===== src/rtl/crf_pkg.sv =====
// shared types, constants and color conversion for the clipped rectangle fill core
package crf_pkg;

  localparam int CoordW        = 13;
  localparam int QW            = 16;
  localparam int ChanInW       = 9;
  localparam int ChanW         = 8;
  localparam int ColorW        = 24;
  localparam int AddrW         = 32;
  localparam int PitchW        = 16;
  localparam int BytesPerPixel = 4;
  localparam int PixShift      = $clog2(BytesPerPixel);

  typedef enum logic {
    MODE_LOAD = 1'b0,
    MODE_TICK = 1'b1
  } mode_e;

  typedef enum logic [1:0] {
    REG_FB_WIDTH     = 2'd0,
    REG_FB_HEIGHT    = 2'd1,
    REG_ROW_PITCH    = 2'd2,
    REG_BASE_ADDRESS = 2'd3
  } reg_idx_e;

  typedef struct packed {
    mode_e                mode;
    logic [QW-1:0]        left_q;
    logic [QW-1:0]        top_q;
    logic [QW-1:0]        right_q;
    logic [QW-1:0]        bottom_q;
    logic [ChanInW-1:0]   red;
    logic [ChanInW-1:0]   green;
    logic [ChanInW-1:0]   blue;
  } item_t;

  typedef struct packed {
    logic              empty;
    logic [CoordW-1:0] left;
    logic [CoordW-1:0] top;
    logic [CoordW-1:0] right;
    logic [CoordW-1:0] bottom;
    logic [ColorW-1:0] color;
    logic [AddrW-1:0]  row_addr;
  } setup_t;

  typedef struct packed {
    logic load;
    logic tick;
  } step_t;

  typedef struct packed {
    logic [AddrW-1:0]  pixel_address;
    logic [ColorW-1:0] pixel_word;
    logic              last_pixel;
  } result_t;

  // round(c*255/256), saturated at 255
  function automatic logic [ChanW-1:0] to_channel(logic [ChanInW-1:0] c);
    logic [16:0] acc;
    acc = {c, 8'b0} - {8'b0, c} + 17'd128;
    if (acc[16:8] > 9'd255) begin
      to_channel = 8'hff;
    end else begin
      to_channel = acc[15:8];
    end
  endfunction

endpackage


===== src/rtl/crf_setup.sv =====
// rectangle setup: corner rounding, clipping, color packing and first row address
module crf_setup import crf_pkg::*; #(
  parameter int COORD_FRAC_BITS = 4,
  parameter int MAX_DIM         = 4096
) (
  input  item_t             item_i,
  input  logic [CoordW-1:0] fb_width_i,
  input  logic [CoordW-1:0] fb_height_i,
  input  logic [PitchW-1:0] row_pitch_i,
  input  logic [AddrW-1:0]  base_address_i,
  output setup_t            setup_o
);

  localparam int RW     = 18 - COORD_FRAC_BITS;
  localparam int CW     = (RW > CoordW + 1) ? RW : CoordW + 1;
  localparam int DimLim = (MAX_DIM > 8191) ? 8191 : MAX_DIM;
  localparam logic [16:0] Half = 17'(1 << (COORD_FRAC_BITS - 1));
  localparam logic [16:0] Bias = 17'((1 << COORD_FRAC_BITS) - 1);

  // add one half, then truncate toward zero
  function automatic logic signed [CW-1:0] round_coord(logic [QW-1:0] q);
    logic signed [16:0] s;
    logic signed [16:0] adj;
    s   = signed'({q[QW-1], q} + Half);
    adj = s[16] ? signed'(s + Bias) : s;
    round_coord = CW'(adj >>> COORD_FRAC_BITS);
  endfunction

  logic signed [CW-1:0] rl, rt, rr, rb;
  logic signed [CW-1:0] minx, miny, maxx, maxy;
  logic signed [CW-1:0] wl, hl;
  logic [CoordW-1:0]    wlim, hlim;
  logic [CoordW+PitchW-1:0] row_off;

  always_comb begin
    rl = round_coord(item_i.left_q);
    rt = round_coord(item_i.top_q);
    rr = round_coord(item_i.right_q);
    rb = round_coord(item_i.bottom_q);

    wlim = (32'(fb_width_i) < MAX_DIM) ? fb_width_i : CoordW'(DimLim);
    hlim = (32'(fb_height_i) < MAX_DIM) ? fb_height_i : CoordW'(DimLim);
    wl   = signed'(CW'(wlim));
    hl   = signed'(CW'(hlim));

    minx = (rl < 0) ? '0 : rl;
    miny = (rt < 0) ? '0 : rt;
    maxx = (rr > wl) ? wl : rr;
    maxy = (rb > hl) ? hl : rb;

    setup_o.empty  = (minx >= maxx) || (miny >= maxy);
    setup_o.left   = CoordW'(minx);
    setup_o.top    = CoordW'(miny);
    setup_o.right  = CoordW'(maxx);
    setup_o.bottom = CoordW'(maxy);
    setup_o.color  = {to_channel(item_i.red), to_channel(item_i.green),
                      to_channel(item_i.blue)};

    row_off = {{PitchW{1'b0}}, setup_o.top} * {{CoordW{1'b0}}, row_pitch_i};
    setup_o.row_addr = base_address_i + (AddrW'(setup_o.left) << PixShift)
                     + AddrW'(row_off);
  end

endmodule


===== src/rtl/crf_walker.sv =====
// fill state and pixel walk, at most one pixel write per tick
module crf_walker import crf_pkg::*; (
  input  logic              clk_i,
  input  logic              rst_ni,
  input  step_t             step_i,
  input  setup_t            setup_i,
  input  logic [PitchW-1:0] row_pitch_i,
  output logic              res_valid_o,
  output result_t           res_o
);

  logic              busy_q, busy_d;
  logic [CoordW-1:0] rect_left_q, rect_left_d;
  logic [CoordW-1:0] rect_right_q, rect_right_d;
  logic [CoordW-1:0] rect_bottom_q, rect_bottom_d;
  logic [CoordW-1:0] cursor_x_q, cursor_x_d;
  logic [CoordW-1:0] cursor_y_q, cursor_y_d;
  logic [AddrW-1:0]  row_address_q, row_address_d;
  logic [ColorW-1:0] pixel_color_q, pixel_color_d;

  logic [CoordW-1:0] offset;
  logic              row_end;
  logic              last;

  always_comb begin
    offset  = cursor_x_q - rect_left_q;
    row_end = ({1'b0, cursor_x_q} + 1'b1) >= {1'b0, rect_right_q};
    last    = row_end && (({1'b0, cursor_y_q} + 1'b1) >= {1'b0, rect_bottom_q});

    res_valid_o         = step_i.tick && busy_q;
    res_o.pixel_address = row_address_q + (AddrW'(offset) << PixShift);
    res_o.pixel_word    = pixel_color_q;
    res_o.last_pixel    = last;

    busy_d        = busy_q;
    rect_left_d   = rect_left_q;
    rect_right_d  = rect_right_q;
    rect_bottom_d = rect_bottom_q;
    cursor_x_d    = cursor_x_q;
    cursor_y_d    = cursor_y_q;
    row_address_d = row_address_q;
    pixel_color_d = pixel_color_q;

    if (step_i.load) begin
      pixel_color_d = setup_i.color;
      busy_d        = !setup_i.empty;
      if (!setup_i.empty) begin
        rect_left_d   = setup_i.left;
        rect_right_d  = setup_i.right;
        rect_bottom_d = setup_i.bottom;
        cursor_x_d    = setup_i.left;
        cursor_y_d    = setup_i.top;
        row_address_d = setup_i.row_addr;
      end
    end else if (res_valid_o) begin
      if (last) begin
        busy_d = 1'b0;
      end else if (row_end) begin
        cursor_x_d    = rect_left_q;
        cursor_y_d    = cursor_y_q + 1'b1;
        row_address_d = row_address_q + AddrW'(row_pitch_i);
      end else begin
        cursor_x_d = cursor_x_q + 1'b1;
      end
    end
  end

  always_ff @(posedge clk_i or negedge rst_ni) begin
    if (!rst_ni) begin
      busy_q        <= 1'b0;
      rect_left_q   <= '0;
      rect_right_q  <= '0;
      rect_bottom_q <= '0;
      cursor_x_q    <= '0;
      cursor_y_q    <= '0;
      row_address_q <= '0;
      pixel_color_q <= '0;
    end else begin
      busy_q        <= busy_d;
      rect_left_q   <= rect_left_d;
      rect_right_q  <= rect_right_d;
      rect_bottom_q <= rect_bottom_d;
      cursor_x_q    <= cursor_x_d;
      cursor_y_q    <= cursor_y_d;
      row_address_q <= row_address_d;
      pixel_color_q <= pixel_color_d;
    end
  end

  a_load_arms: assert property (@(posedge clk_i) disable iff (!rst_ni)
    step_i.load && !setup_i.empty |=> busy_q)
    else $error("non-empty load did not arm the fill");

  a_empty_idles: assert property (@(posedge clk_i) disable iff (!rst_ni)
    step_i.load && setup_i.empty |=> !busy_q)
    else $error("empty load left the fill armed");

  a_last_ends: assert property (@(posedge clk_i) disable iff (!rst_ni)
    res_valid_o && res_o.last_pixel |=> !busy_q)
    else $error("fill still busy after last pixel");

  a_cursor_inside: assert property (@(posedge clk_i) disable iff (!rst_ni)
    busy_q |-> (cursor_x_q >= rect_left_q) && (cursor_x_q < rect_right_q)
               && (cursor_y_q < rect_bottom_q))
    else $error("cursor outside rectangle while busy");

endmodule


===== src/rtl/clipped_rectangle_fill_core.sv =====
// top level of the clipped rectangle fill core: stream ports, registers, item pipeline
//
// The core takes one item per clock on the input stream and gives at most one pixel write per
// item on the output stream. A load item (tuser 0) rounds the rectangle corners to whole pixels,
// clips them to the frame, converts the three color components to 8-bit channels and arms the
// fill; it gives no output and aborts any fill still in progress. Each tick item (tuser 1)
// gives the next pixel write of the armed fill, row by row from top-left, with tlast on the
// final pixel; a tick while no fill is armed gives nothing. Throughput is one item per cycle while
// the output does not stall; an item goes from input acceptance to the pixel write on the output
// through one input register, then the setup or walk logic and the result register. The input
// side only stalls when the result register holds a pixel write that the sink has not taken.
// Frame size and base address are sampled at load, the row pitch at load and at each row
// change; write them over the APB port only while the core is idle.
module clipped_rectangle_fill_core import crf_pkg::*; #(
  parameter int COORD_FRAC_BITS = 4,
  parameter int MAX_DIM         = 4096
) (
  input  logic        clk_i,
  input  logic        rst_ni,
  // input stream
  input  logic        s_axis_tvalid_i,
  output logic        s_axis_tready_o,
  // left_q[15:0], top_q[31:16], right_q[47:32], bottom_q[63:48],
  // red[72:64], green[81:73], blue[90:82], zero fill above
  input  logic [95:0] s_axis_tdata_i,
  // mode[0]
  input  logic        s_axis_tuser_i,
  // output stream
  output logic        m_axis_tvalid_o,
  input  logic        m_axis_tready_i,
  // pixel_address[31:0], pixel_word[55:32]
  output logic [55:0] m_axis_tdata_o,
  // last_pixel
  output logic        m_axis_tlast_o,
  // register port
  input  logic        psel,
  input  logic        penable,
  input  logic        pwrite,
  input  logic [3:0]  paddr,
  input  logic [31:0] pwdata,
  output logic [31:0] prdata,
  output logic        pready
);

  // configuration registers
  logic [CoordW-1:0] fb_width_q, fb_height_q;
  logic [PitchW-1:0] row_pitch_q;
  logic [AddrW-1:0]  base_address_q;
  reg_idx_e          reg_idx;
  logic              reg_write;

  // input register
  logic   in_valid_q, in_valid_d;
  item_t  in_q, in_item;

  // result register
  logic    out_valid_q, out_valid_d;
  result_t out_q;

  logic    out_free;
  logic    fire;
  step_t   step;
  setup_t  setup;
  logic    res_valid;
  result_t res;

  // register port: always ready, write on the access phase
  assign pready    = 1'b1;
  assign reg_idx   = reg_idx_e'(paddr[3:2]);
  assign reg_write = psel && penable && pwrite && pready;

  always_comb begin
    case (reg_idx)
      REG_FB_WIDTH:     prdata = 32'(fb_width_q);
      REG_FB_HEIGHT:    prdata = 32'(fb_height_q);
      REG_ROW_PITCH:    prdata = 32'(row_pitch_q);
      REG_BASE_ADDRESS: prdata = base_address_q;
      default:          prdata = '0;
    endcase
  end

  always_ff @(posedge clk_i or negedge rst_ni) begin
    if (!rst_ni) begin
      fb_width_q     <= CoordW'(1280);
      fb_height_q    <= CoordW'(720);
      row_pitch_q    <= PitchW'(5120);
      base_address_q <= '0;
    end else if (reg_write) begin
      case (reg_idx)
        REG_FB_WIDTH:     fb_width_q     <= pwdata[CoordW-1:0];
        REG_FB_HEIGHT:    fb_height_q    <= pwdata[CoordW-1:0];
        REG_ROW_PITCH:    row_pitch_q    <= pwdata[PitchW-1:0];
        REG_BASE_ADDRESS: base_address_q <= pwdata;
        default:          ;
      endcase
    end
  end

  // unpack the input item
  always_comb begin
    in_item.mode     = mode_e'(s_axis_tuser_i);
    in_item.left_q   = s_axis_tdata_i[15:0];
    in_item.top_q    = s_axis_tdata_i[31:16];
    in_item.right_q  = s_axis_tdata_i[47:32];
    in_item.bottom_q = s_axis_tdata_i[63:48];
    in_item.red      = s_axis_tdata_i[72:64];
    in_item.green    = s_axis_tdata_i[81:73];
    in_item.blue     = s_axis_tdata_i[90:82];
  end

  // pipeline flow: the held item moves on whenever the result register can take its result
  assign out_free        = !out_valid_q || m_axis_tready_i;
  assign fire            = in_valid_q && out_free;
  assign s_axis_tready_o = !in_valid_q || out_free;

  assign step.load = fire && (in_q.mode == MODE_LOAD);
  assign step.tick = fire && (in_q.mode == MODE_TICK);

  always_comb begin
    in_valid_d = in_valid_q;
    if (s_axis_tready_o) begin
      in_valid_d = s_axis_tvalid_i;
    end
    out_valid_d = out_valid_q;
    if (out_free) begin
      out_valid_d = res_valid;
    end
  end

  always_ff @(posedge clk_i or negedge rst_ni) begin
    if (!rst_ni) begin
      in_valid_q  <= 1'b0;
      out_valid_q <= 1'b0;
    end else begin
      in_valid_q  <= in_valid_d;
      out_valid_q <= out_valid_d;
    end
  end

  // payload registers
  always_ff @(posedge clk_i) begin
    if (s_axis_tvalid_i && s_axis_tready_o) begin
      in_q <= in_item;
    end
    if (res_valid && out_free) begin
      out_q <= res;
    end
  end

  crf_setup #(
    .COORD_FRAC_BITS (COORD_FRAC_BITS),
    .MAX_DIM         (MAX_DIM)
  ) u_setup (
    .item_i         (in_q),
    .fb_width_i     (fb_width_q),
    .fb_height_i    (fb_height_q),
    .row_pitch_i    (row_pitch_q),
    .base_address_i (base_address_q),
    .setup_o        (setup)
  );

  crf_walker u_walker (
    .clk_i       (clk_i),
    .rst_ni      (rst_ni),
    .step_i      (step),
    .setup_i     (setup),
    .row_pitch_i (row_pitch_q),
    .res_valid_o (res_valid),
    .res_o       (res)
  );

  assign m_axis_tvalid_o = out_valid_q;
  assign m_axis_tdata_o  = {out_q.pixel_word, out_q.pixel_address};
  assign m_axis_tlast_o  = out_q.last_pixel;

endmodule


===== config.mk =====
export PLATFORM = sky130hd
export DESIGN_NAME = clipped_rectangle_fill_core
export DESIGN_NICKNAME = d
export VERILOG_FILES = /design/src/rtl/crf_pkg.sv /design/src/rtl/crf_setup.sv /design/src/rtl/crf_walker.sv /design/src/rtl/clipped_rectangle_fill_core.sv
export SDC_FILE = /design/constraint.sdc
export NUM_CORES = 1
export LEC_CHECK = 0
export BUFFER_PORTS_ARGS = -buffer_cell sky130_fd_sc_hd__buf_2
export CORE_MARGIN = 2
export CORE_UTILIZATION = 43
export CTS_CLUSTER_SIZE = 25
export DETAILED_ROUTE_END_ITERATION = 10
export SLEW_MARGIN = 30
export SYNTH_ARGS = -nofsm -noshare
export SYNTH_HDL_FRONTEND = slang
export SYNTH_SLANG_ARGS = --single-unit

===== constraint.sdc =====
create_clock -name clk_i -period 7.2 [get_ports clk_i]
set_clock_uncertainty 0.05 [all_clocks]
set_input_delay 0.72 -clock clk_i [delete_from_list [all_inputs] [get_ports clk_i]]
set_output_delay 0.72 -clock clk_i [all_outputs]
set_load 0.1 [all_outputs]

* Word level (Yosys, flattened, before mapping)
Cells that the tools add are included.
** Storage, ports and cells
- Register bits :: 347
- Output and inout port bits :: 92
- Word-level logic and storage cells :: 128
** Operators by class
- $add $sub $neg :: 23
- $mul :: 1
- Order comparisons :: 13
- Equality and inequality tests :: 5
- Mux-type cells :: 32
- Bitwise operators :: 2
- Reduce and logical (&&, ||, !) cells :: 27
** Operator list (number)
- 2-to-1 mux 32 bit :: 5
- 2-to-1 mux 13 bit :: 12
- case mux 32 bit (4 select lines) :: 1
- adder 16 x 5 -> 17 bit, second input constant :: 4
- adder 17 x 4 -> 17 bit, second input constant :: 4
- 2-to-1 mux 17 bit :: 4
- adder 32 x 15 -> 32 bit :: 2
- 2-to-1 mux 14 bit :: 4
- adder 17 x 8 -> 17 bit, second input constant :: 3
- subtractor 17 x 9 -> 17 bit :: 3
- adder 32 x 16 -> 32 bit :: 1
- adder 32 x 29 -> 32 bit :: 1
- multiplier 13 x 16 -> 29 bit :: 1
- adder 13 x 1 -> 14 bit, second input constant :: 2
- >= comparator 14 x 13 -> 1 bit :: 2
- >= comparator 14 bit :: 2
- greater-than comparator 13 x 14 -> 1 bit :: 2
- greater-than comparator 9 x 8 -> 1 bit, second input constant :: 3
- adder 13 x 1 -> 13 bit, second input constant :: 2
- < comparator 13 x 1 -> 1 bit, second input constant :: 2
- < comparator 13 bit, second input constant :: 2
- 2-to-1 mux 8 bit :: 3
- subtractor 13 bit :: 1
- AND reduction 2 bit :: 6
- other kinds (12) :: 31

* Longest topological paths before layout
Gate-level depths: netlist of the first run.
- Depth after elaboration :: 9
- Mapped depth :: 31
- Mapped depth without buffers :: 29

* Cells and area by module
A second synthesis of the first run with hierarchy kept.
** Unflattened totals
- Cell total of the unflattened synthesis :: 2903
- Area, all modules :: 29131.7 sq um
** By module, submodules not included
- crf_setup :: instances 1, cells each 1547, area an instance 12490.7 sq um, seq. area each 0.0 sq um
- crf_walker :: instances 1, cells each 990, area an instance 8748.4 sq um, seq. area each 3052.9 sq um
- clipped_rectangle_fill_core :: instances 1, cells each 366, area an instance 7892.6 sq um, seq. area each 6386.1 sq um

* Worst setup path before layout of the first run
Ideal clock, no wire load.
- Path type :: reg2reg
- Start point :: register in_q[62] (netlist bit)
- End point :: register u_walker.row_address_q[31]
- Setup time :: 0.126 ns
- Arrival :: 7.551 ns
- Data required time :: 7.024 ns
- Slack :: -0.527 ns
- Stages on the path, launching flop included :: 29
- Cells stage by stage :: edfxtp_1 -> ha_1 -> and2_1 -> nand2_1 -> nor3_1 -> xnor2_1 -> o41a_1 -> buf_2 -> nor3_2 -> buf_2 -> nand2_1 -> fa_1 -> inv_1 -> fa_1 -> fa_1 -> fa_1 -> fa_1 -> inv_1 -> fa_1 -> inv_1 -> ha_1 -> and3_1 -> and3_1 -> a22oi_1 -> nand2_1 -> a22oi_1 -> a31oi_1 -> xor2_1 -> a221o_1
** Between the ends
- Word-level cells in the longest chain between the ends :: 9
** Ends and longest elaborated chain
- start: declaration :: line clipped_rectangle_fill_core.sv:54 : item_t in_q, in_item;
- start signal: assignment :: line clipped_rectangle_fill_core.sv:143 : in_q <= in_item;
- adder 16 x 5 -> 17 bit * :: line crf_setup.sv:24 : s = signed'({q[QW-1], q} + Half);
- adder 17 x 4 -> 17 bit :: line crf_setup.sv:25 : adj = s[16] ? signed'(s + Bias) : s;
- 2-to-1 mux 17 bit * :: line crf_setup.sv:25
- < comparator 13 x 1 -> 1 bit :: line crf_setup.sv:47 : miny = (rt < 0) ? '0 : rt;
- 2-to-1 mux 14 bit * :: line crf_setup.sv:47
- multiplier 13 x 16 -> 29 bit / >= comparator 14 bit (equally long branches) :: line crf_setup.sv:59, crf_setup.sv:51
- adder 32 x 29 -> 32 bit / logical OR 1 bit (equally long branches) :: line crf_setup.sv:61, crf_setup.sv:51
- 2-to-1 mux 32 bit / != test 2 bit (equally long branches)
- 2-to-1 mux 32 bit / AND reduction 4 bit (equally long branches)
- end signal: assignment :: line crf_walker.sv:85 : row_address_q <= row_address_d;
- end: declaration :: line crf_walker.sv:18 : logic [AddrW-1:0] row_address_q, row_address_d;
Mark *: on every way between the ends. The rest lies on a longest branch, timed or not. The select of a mux whose other input is x is not followed.
A chain may end at the register's enable or synchronous reset.

* Worst setup path after layout of the first run
- Start point :: register in_q[63] (netlist bit)
- End point :: register u_walker.row_address_q[31]
The elaborated chain is that of the path after synthesis.

==> implementation parameters, run 1 <==
Parameter                              Value

Drt
  DR pass1 iterations    5
  Antenna-violating nets left    0
  Remaining routing DRC violations    0
  DR vias    22789
  WL final    79.2 mm
  Post-DR wirelength/cell    18.9 µm
  Post-DR vias/cell    5.44
  Starting DRC count in detailed routing    1523

Critical path
  Data required time of the critical path    7.60 ns
  Critical Path Most Common Cell    fa_1
  Depth of the worst register-to-register path    28
  CP max stage delay    0.57 ns
  RR Endpoint    u_walker.row_address_q[31]$_DFFE_PN0P_
  Largest delay contributor family on the critical path    adder cells
  Start point of the critical path    in_q[63]$_DFFE_PP_
  R2R setup slack    -0.25 ns
  Crit Path Category    register to register
  Critical Path Sink Type    register
  Largest fanout on the critical path    5
  CP Capture Point    u_walker.row_address_q[31]$_DFFE_PN0P_
  Buf/Inv on CP    6
  Crit-path slowest cell    fa_2
  Startpoint of the lowest-slack register-to-register path    in_q[63]$_DFFE_PP_
  Critical Path Start Type    register
  Worst path depth    28
  Critical Path AT    7.85 ns

Yosys
  Mapped Area    28400 µm²
  Fraction of synthesized cell area taken by the top area cell type    0.166
  Post-synth ARST share    0.569
  Ys Warns    0
  Most used flip-flop cell after synthesis    dfrtp_1
  Count of mapped cells out of synthesis    2873
  Register area share after synthesis    0.331
  Number of synthesized register bits    346
  Number of nets produced by synthesis    3429
  Number of distinct standard cells referenced by the synthesized netlist    89
  Most common library cells after synthesis    inv_1, ha_1, nand2_1, nor2_1, dfrtp_1
  Average cell area after synthesis    9.90 µm²
  Number of enable flip-flop cells after synthesis    149
  Largest cells by area after synthesis    dfrtp_1, edfxtp_1, fa_1
  Most used standard cell by instance count after synthesis    inv_1
  Biggest area consumer among synthesized cells    dfrtp_1

STA
  Final Hold Violating Endpoints    0
  Peak clock frequency supported by timing    134 MHz
  Total negative setup slack    -2.30 ns
  RSZ-0062 raised after global routing    yes
  Max-slew headroom    0.344
  Final count of pins violating max slew    0
  Final critical-path setup slack    -0.246 ns
  Post-Route Hold Slack    0.0443 ns
  Period minus WS final    7.45 ns
  Final setup violating endpoints    18
  Part of the cycle the worst path needs    1.03
  Measured slew at the worst slew-check pin    0.971 ns

Place
  Input/output buffers    223
  Detail Placement HPWL    61.4 mm
  Last weighted congestion value of the routability-driven placer    0.917
  Post-placement cell area    32100 µm²

Finish
  Area Overhead vs Synth    21.9%
  Total Nets Final    3847
  Final Core Density    0.528
  Post-Layout Inst Area    34700 µm²
  Fraction of layout cells with a size suffix above 1    0.261

Pwr
  IR Drop Worst-Case VDD    0.472 mV
  Reported leakage power    0.0157 µW
  Power per cell area    491 nW/µm²
  Overall Power    17000 µW

Worst hold path
  Path type of the worst min-delay path    input port to async pin

Die
  Core ar.    65600 µm²
  Site Rows    94
  Die footprint    68200 µm²
  Effective utilization at floorplan    0.433
  Width of the die    261 µm
  Count of boundary I/O pins    232
  Height of the die    261 µm

GRT
  Initial antenna violation count    6
  Overall Global Routing Usage    0.231
  Largest net degree at the start of global routing    143
  Total congestion overflow after global routing    0
  Vias in the first global route    23149
  Global-route wire length before repair    125 mm

Clock tree
  Clock-pin slew on the worst setup and hold paths    0.06 ns
  Insertion delay of the later-clocked pin in the worst-skew pair    0.58 ns
  Buffers from clock root to sink, at most    3
  Hold bufs inserted after CTS    0
  Num CTS Buffers    43
  H-tree depth    2
  Clock tree from TritonCTS    done
  Root cell of the clock tree    clkbuf_16
  Clock Sink Count    346

Outcome
  Violations in the final reports    negative setup slack
  Status    finished, violations left

Run
  Max-cap violation count    0
## report_power, final
part	total, µW	switching (µW)	internal, µW	leakage [µW]
Clock	2190	894	1300	0.000699
Combinational	11700	6190	5500	0.0112
Sequential	3120	514	2610	0.00376
## worst min-delay path by stage
stage                                                         to  slack, ns  depth (start not counted)
after global routing      u_walker.pixel_color_q[20]$_DFFE_PN0P_       0.07                          1
after floorplan                    base_address_q[0]$_DFFE_PN0P_       0.37                          0
after CTS                  u_walker.pixel_color_q[9]$_DFFE_PN0P_       0.05                          1
final                     u_walker.pixel_color_q[20]$_DFFE_PN0P_       0.04                          1
after detailed placement            m_axis_tdata_o[32]$_DFFE_PP_       0.38                          0
after global placement              m_axis_tdata_o[49]$_DFFE_PP_       0.38                          0
## area by class of cell
cell class	instances	area (µm²)
fill	5904	31000
multi-input combinational	2093	18200
sequential	346	9410
timing repair buffer	483	3280
inverter	324	1220
clock buffer	56	1210
tap	864	1080
clock inverter	23	230
antenna	2	5.00
## what timing repair did
action,CTS,global route
buffers inserted,24,18
pin swaps,111,121
resized for setup,96,123
setup endpoints to repair,23,49
## worst reg2reg max path, delay by kind of cell (launching register included)
kind	cells	cell delay (ns)
buffers and inverters	6	0.51
xor gates and xnor gates	1	0.17
DFF	1	0.49
AOI/OAI and AO/OA	7	1.73
adders and majority gates	8	3.54
and+or+nand+nor	6	0.87
## flip-flops by register name, indices dropped and copies added (netlist names)
signal / count
in_valid_q: 1
u_walker.rect_left_q: 12
m_axis_tdata_o: 56
in_q: 92
u_walker.pixel_color_q: 24
u_walker.rect_bottom_q: 13
m_axis_tvalid_o: 1
fb_width_q: 13
row_pitch_q: 16
m_axis_tlast_o: 1
base_address_q: 32
u_walker.rect_right_q: 13
u_walker.cursor_x_q: 13
u_walker.busy_q: 1
u_walker.cursor_y_q: 13
u_walker.row_address_q: 32
fb_height_q: 13
## cell families after synthesis
kind of cell    synth area share
simple gates               0.151
compound gates             0.116
buf+inv                   0.0604
fa+ha+maj                  0.231
flops                      0.331
xor+xnor                  0.0518
mux                       0.0588
other cells             0.000132
## routing by layer
metal / up-vias / part of all wire / GRT usage
met2: 608 / 0.48 / 0.398
met4: 6 / 0.030 / 0.0646
li1: 10778 / - / -
met1: 11249 / 0.44 / 0.306
met3: 148 / 0.052 / 0.0319
met5: - / 0.00048 / 0
## stage by stage
step	setup WS, ns	std cells
after global placement	-0.561	4069
after global routing	-0.494	4190
after detailed placement	-0.662	4070
final	-0.246	4191
after CTS	-0.214	4172
after floorplan	0.0198	2873
## cell usage in the layout (no fill, tap or decap), types with 45 or more instances in the layout
cell type,instances
inv_1,300
buf_4,226
buf_2,222
ha_1,216
dfrtp_1,189
nor2_1,187
nand2_1,187
fa_1,162
edfxtp_1,149
a21oi_1,145
o21ai_0,102
xnor2_1,100
and2_1,100
mux2_2,82
nor3_1,61
xor2_1,60
clkbuf_16,46
and3_1,45
(Power assumes the default switching activity.)
==> run 2, diff against run 1 <==
- clock period: 7.2 -> 8.3 ns (I/O delays scaled with it)
==> implementation parameters, run 2 (synthesis results as in run 1) <==
Parameter                              Value

STA
  Final Hold Violating Endpoints    0 (unchanged)
  Total negative setup slack    0 ns (+2.30 ns)
  Max-slew headroom    0.373 (+0.0294)
  Peak clock frequency supported by timing    127 MHz (-5.4%)
  Post-Route Hold Slack    0.205 ns (+0.161 ns)
  Part of the cycle the worst path needs    0.948 (-0.0859)
  Final count of pins violating max slew    0 (unchanged)
  Final critical-path setup slack    0.429 ns (+0.675 ns)
  Final setup violating endpoints    0 (-18)
  Measured slew at the worst slew-check pin    0.940 ns (-0.0313 ns)
  Period minus WS final    7.87 ns (+0.425 ns)

Critical path
  Startpoint of the lowest-slack register-to-register path    in_q[62]$_DFFE_PP_
  Buf/Inv on CP    9 (+3)
  CP max stage delay    0.54 ns (-0.03 ns)
  Critical Path Sink Type    register
  Start point of the critical path    in_q[62]$_DFFE_PP_
  Critical Path Start Type    register
  Crit Path Category    register to register
  Data required time of the critical path    8.73 ns (+1.13 ns)
  Largest fanout on the critical path    8 (+3)
  Critical Path AT    8.30 ns (+0.45 ns)
  Crit-path slowest cell    fa_1
  Largest delay contributor family on the critical path    adder cells

Pwr
  Overall Power    13000 µW (-24%)
  Reported leakage power    0.0149 µW (-5.2%)
  IR Drop Worst-Case VDD    0.345 mV (-27%)
  Power per cell area    397 nW/µm² (-19%)

Clock tree
  Buffers from clock root to sink, at most    3 (unchanged)
  Clock tree from TritonCTS    done
  Root cell of the clock tree    clkbuf_16
  Clock Sink Count    346 (unchanged)
  Num CTS Buffers    44 (+2.3%)
  Hold bufs inserted after CTS    0 (unchanged)
  Insertion delay of the later-clocked pin in the worst-skew pair    0.60 ns (+0.02 ns)
  H-tree depth    2 (unchanged)
  Clock-pin slew on the worst setup and hold paths    0.06 ns (about the same)

Drt
  DR pass1 iterations    5 (unchanged)
  Antenna-violating nets left    0 (unchanged)
  WL final    77.9 mm (-1.7%)
  Post-DR vias/cell    5.47 (+0.63%)
  Remaining routing DRC violations    0 (unchanged)
  Starting DRC count in detailed routing    1708 (+12%)
  DR vias    22156 (-2.8%)
  Post-DR wirelength/cell    19.2 µm (+1.8%)

Place
  Last weighted congestion value of the routability-driven placer    0.914 (-0.26%)
  Detail Placement HPWL    59.7 mm (-2.7%)
  Minimum setup slack after placement    0.232 ns (+0.894 ns)
  Post-placement cell area    31000 µm² (-3.3%)
  Input/output buffers    223 (unchanged)

Die
  Width of the die    261 µm (unchanged)
  Die footprint    68200 µm² (unchanged)
  Site Rows    94 (unchanged)
  Effective utilization at floorplan    0.433 (unchanged)
  Core ar.    65600 µm² (unchanged)
  Height of the die    261 µm (unchanged)
  Count of boundary I/O pins    232 (unchanged)

Finish
  Post-Layout Inst Area    32800 µm² (-5.5%)
  Leading cell type in the layout, fill and taps excluded    inv_1
  Leading cell types in the layout, fill and taps excluded    inv_1, ha_1, buf_2, nand2_1, nor2_1
  Total Nets Final    3704 (-3.7%)
  Fillers    5999 (+1.6%)
  Area Overhead vs Synth    15.2%
  Flip-flop count of the largest register, all copies and words added    92 (unchanged)
  Largest reg by FF count    in_q
  Fraction of layout cells with a size suffix above 1    0.178 (-0.0824)

GRT
  Vias in the first global route    22654 (-2.1%)
  Total congestion overflow after global routing    0 (unchanged)
  Largest net degree at the start of global routing    80 (-44%)
  Initial antenna violation count    1 (-5)
  Global-route wire length before repair    124 mm (-0.75%)
  Overall Global Routing Usage    0.230 (-0.00129)

Outcome
  Status    completed

Run
  Max-cap violation count    0 (unchanged)

Worst hold path
  Path type of the worst min-delay path    input port to async pin
## run 2: cell types whose count changed in the layout (fill, tap and decap cells not counted), sizes merged
cell	previous run	this run
buf	481	338
clkinv	15	5
bufinv	3	7
clkbuf	57	61
clkinvlp	4	8
clkdlybuf4s18	1	0
diode	2	1
inv	325	326
## run 2: worst paths after layout
check / end / cells after the start / slack, ns
hold reg to reg: m_axis_tdata_o[45]$_DFFE_PP_ / 0 / 0.40
min in group clk_i: in_q[26]$_DFFE_PP_ / 1 / 0.36
setup reg to reg: u_walker.row_address_q[22]$_DFFE_PN0P_ / 32 / 0.43
max in group asynchronous: fb_height_q[10]$_DFFE_PN0P_ / 2 / 6.78
setup / recovery: u_walker.row_address_q[22]$_DFFE_PN0P_ / 32 / 0.43
hold / removal: u_walker.pixel_color_q[18]$_DFFE_PN0P_ / 1 / 0.21
## run 2: through the flow
stage | util | std cells
2_1_floorplan | - | 2873
3_3_place_gp | 0.473 | 3957
3_5_place_dp | 0.473 | 3958
4_1_cts | 0.497 | 4040
5_1_grt | 0.499 | 4048
6_report | 0.499 | 4049
## run 2: power breakdown
| part | switching, µW | internal, µW | leakage (µW) |
|---|---|---|---|
| Clock | 810 | 1280 | 0.000743 |
| Combinational | 4550 | 3610 | 0.0104 |
| Sequential | 489 | 2260 | 0.00376 |
## run 2: final cells by class
| cell class | count | area, µm² | share of cell area |
|---|---|---|---|
| Clock inverter | 22 | 342 | 0.0104 |
| Antenna cell | 1 | 2.50 | 0.0000764 |
| Sequential cell | 346 | 9410 | 0.287 |
| Tap cell | 864 | 1080 | 0.0330 |
| Multi-Input combinational cell | 2093 | 17400 | 0.532 |
| Inverter | 324 | 1220 | 0.0371 |
| Timing Repair Buffer | 339 | 2020 | 0.0617 |
| Clock buffer | 60 | 1240 | 0.0380 |
## run 2: metal layers
metal / share of wire / up-vias / track usage
met1: 0.44 / 10957 / 0.310
met4: 0.025 / 2 / 0.0598
met5: 0.00017 / - / 0
li1: - / 10488 / -
met2: 0.48 / 588 / 0.391
met3: 0.054 / 121 / 0.0315
## run 2: timing repair
action	4_1_cts	5_1_grt
endpoints found under the hold margin	0	0
gates resized for setup	0	17
setup endpoints to repair	0	19
setup buffers	0	8
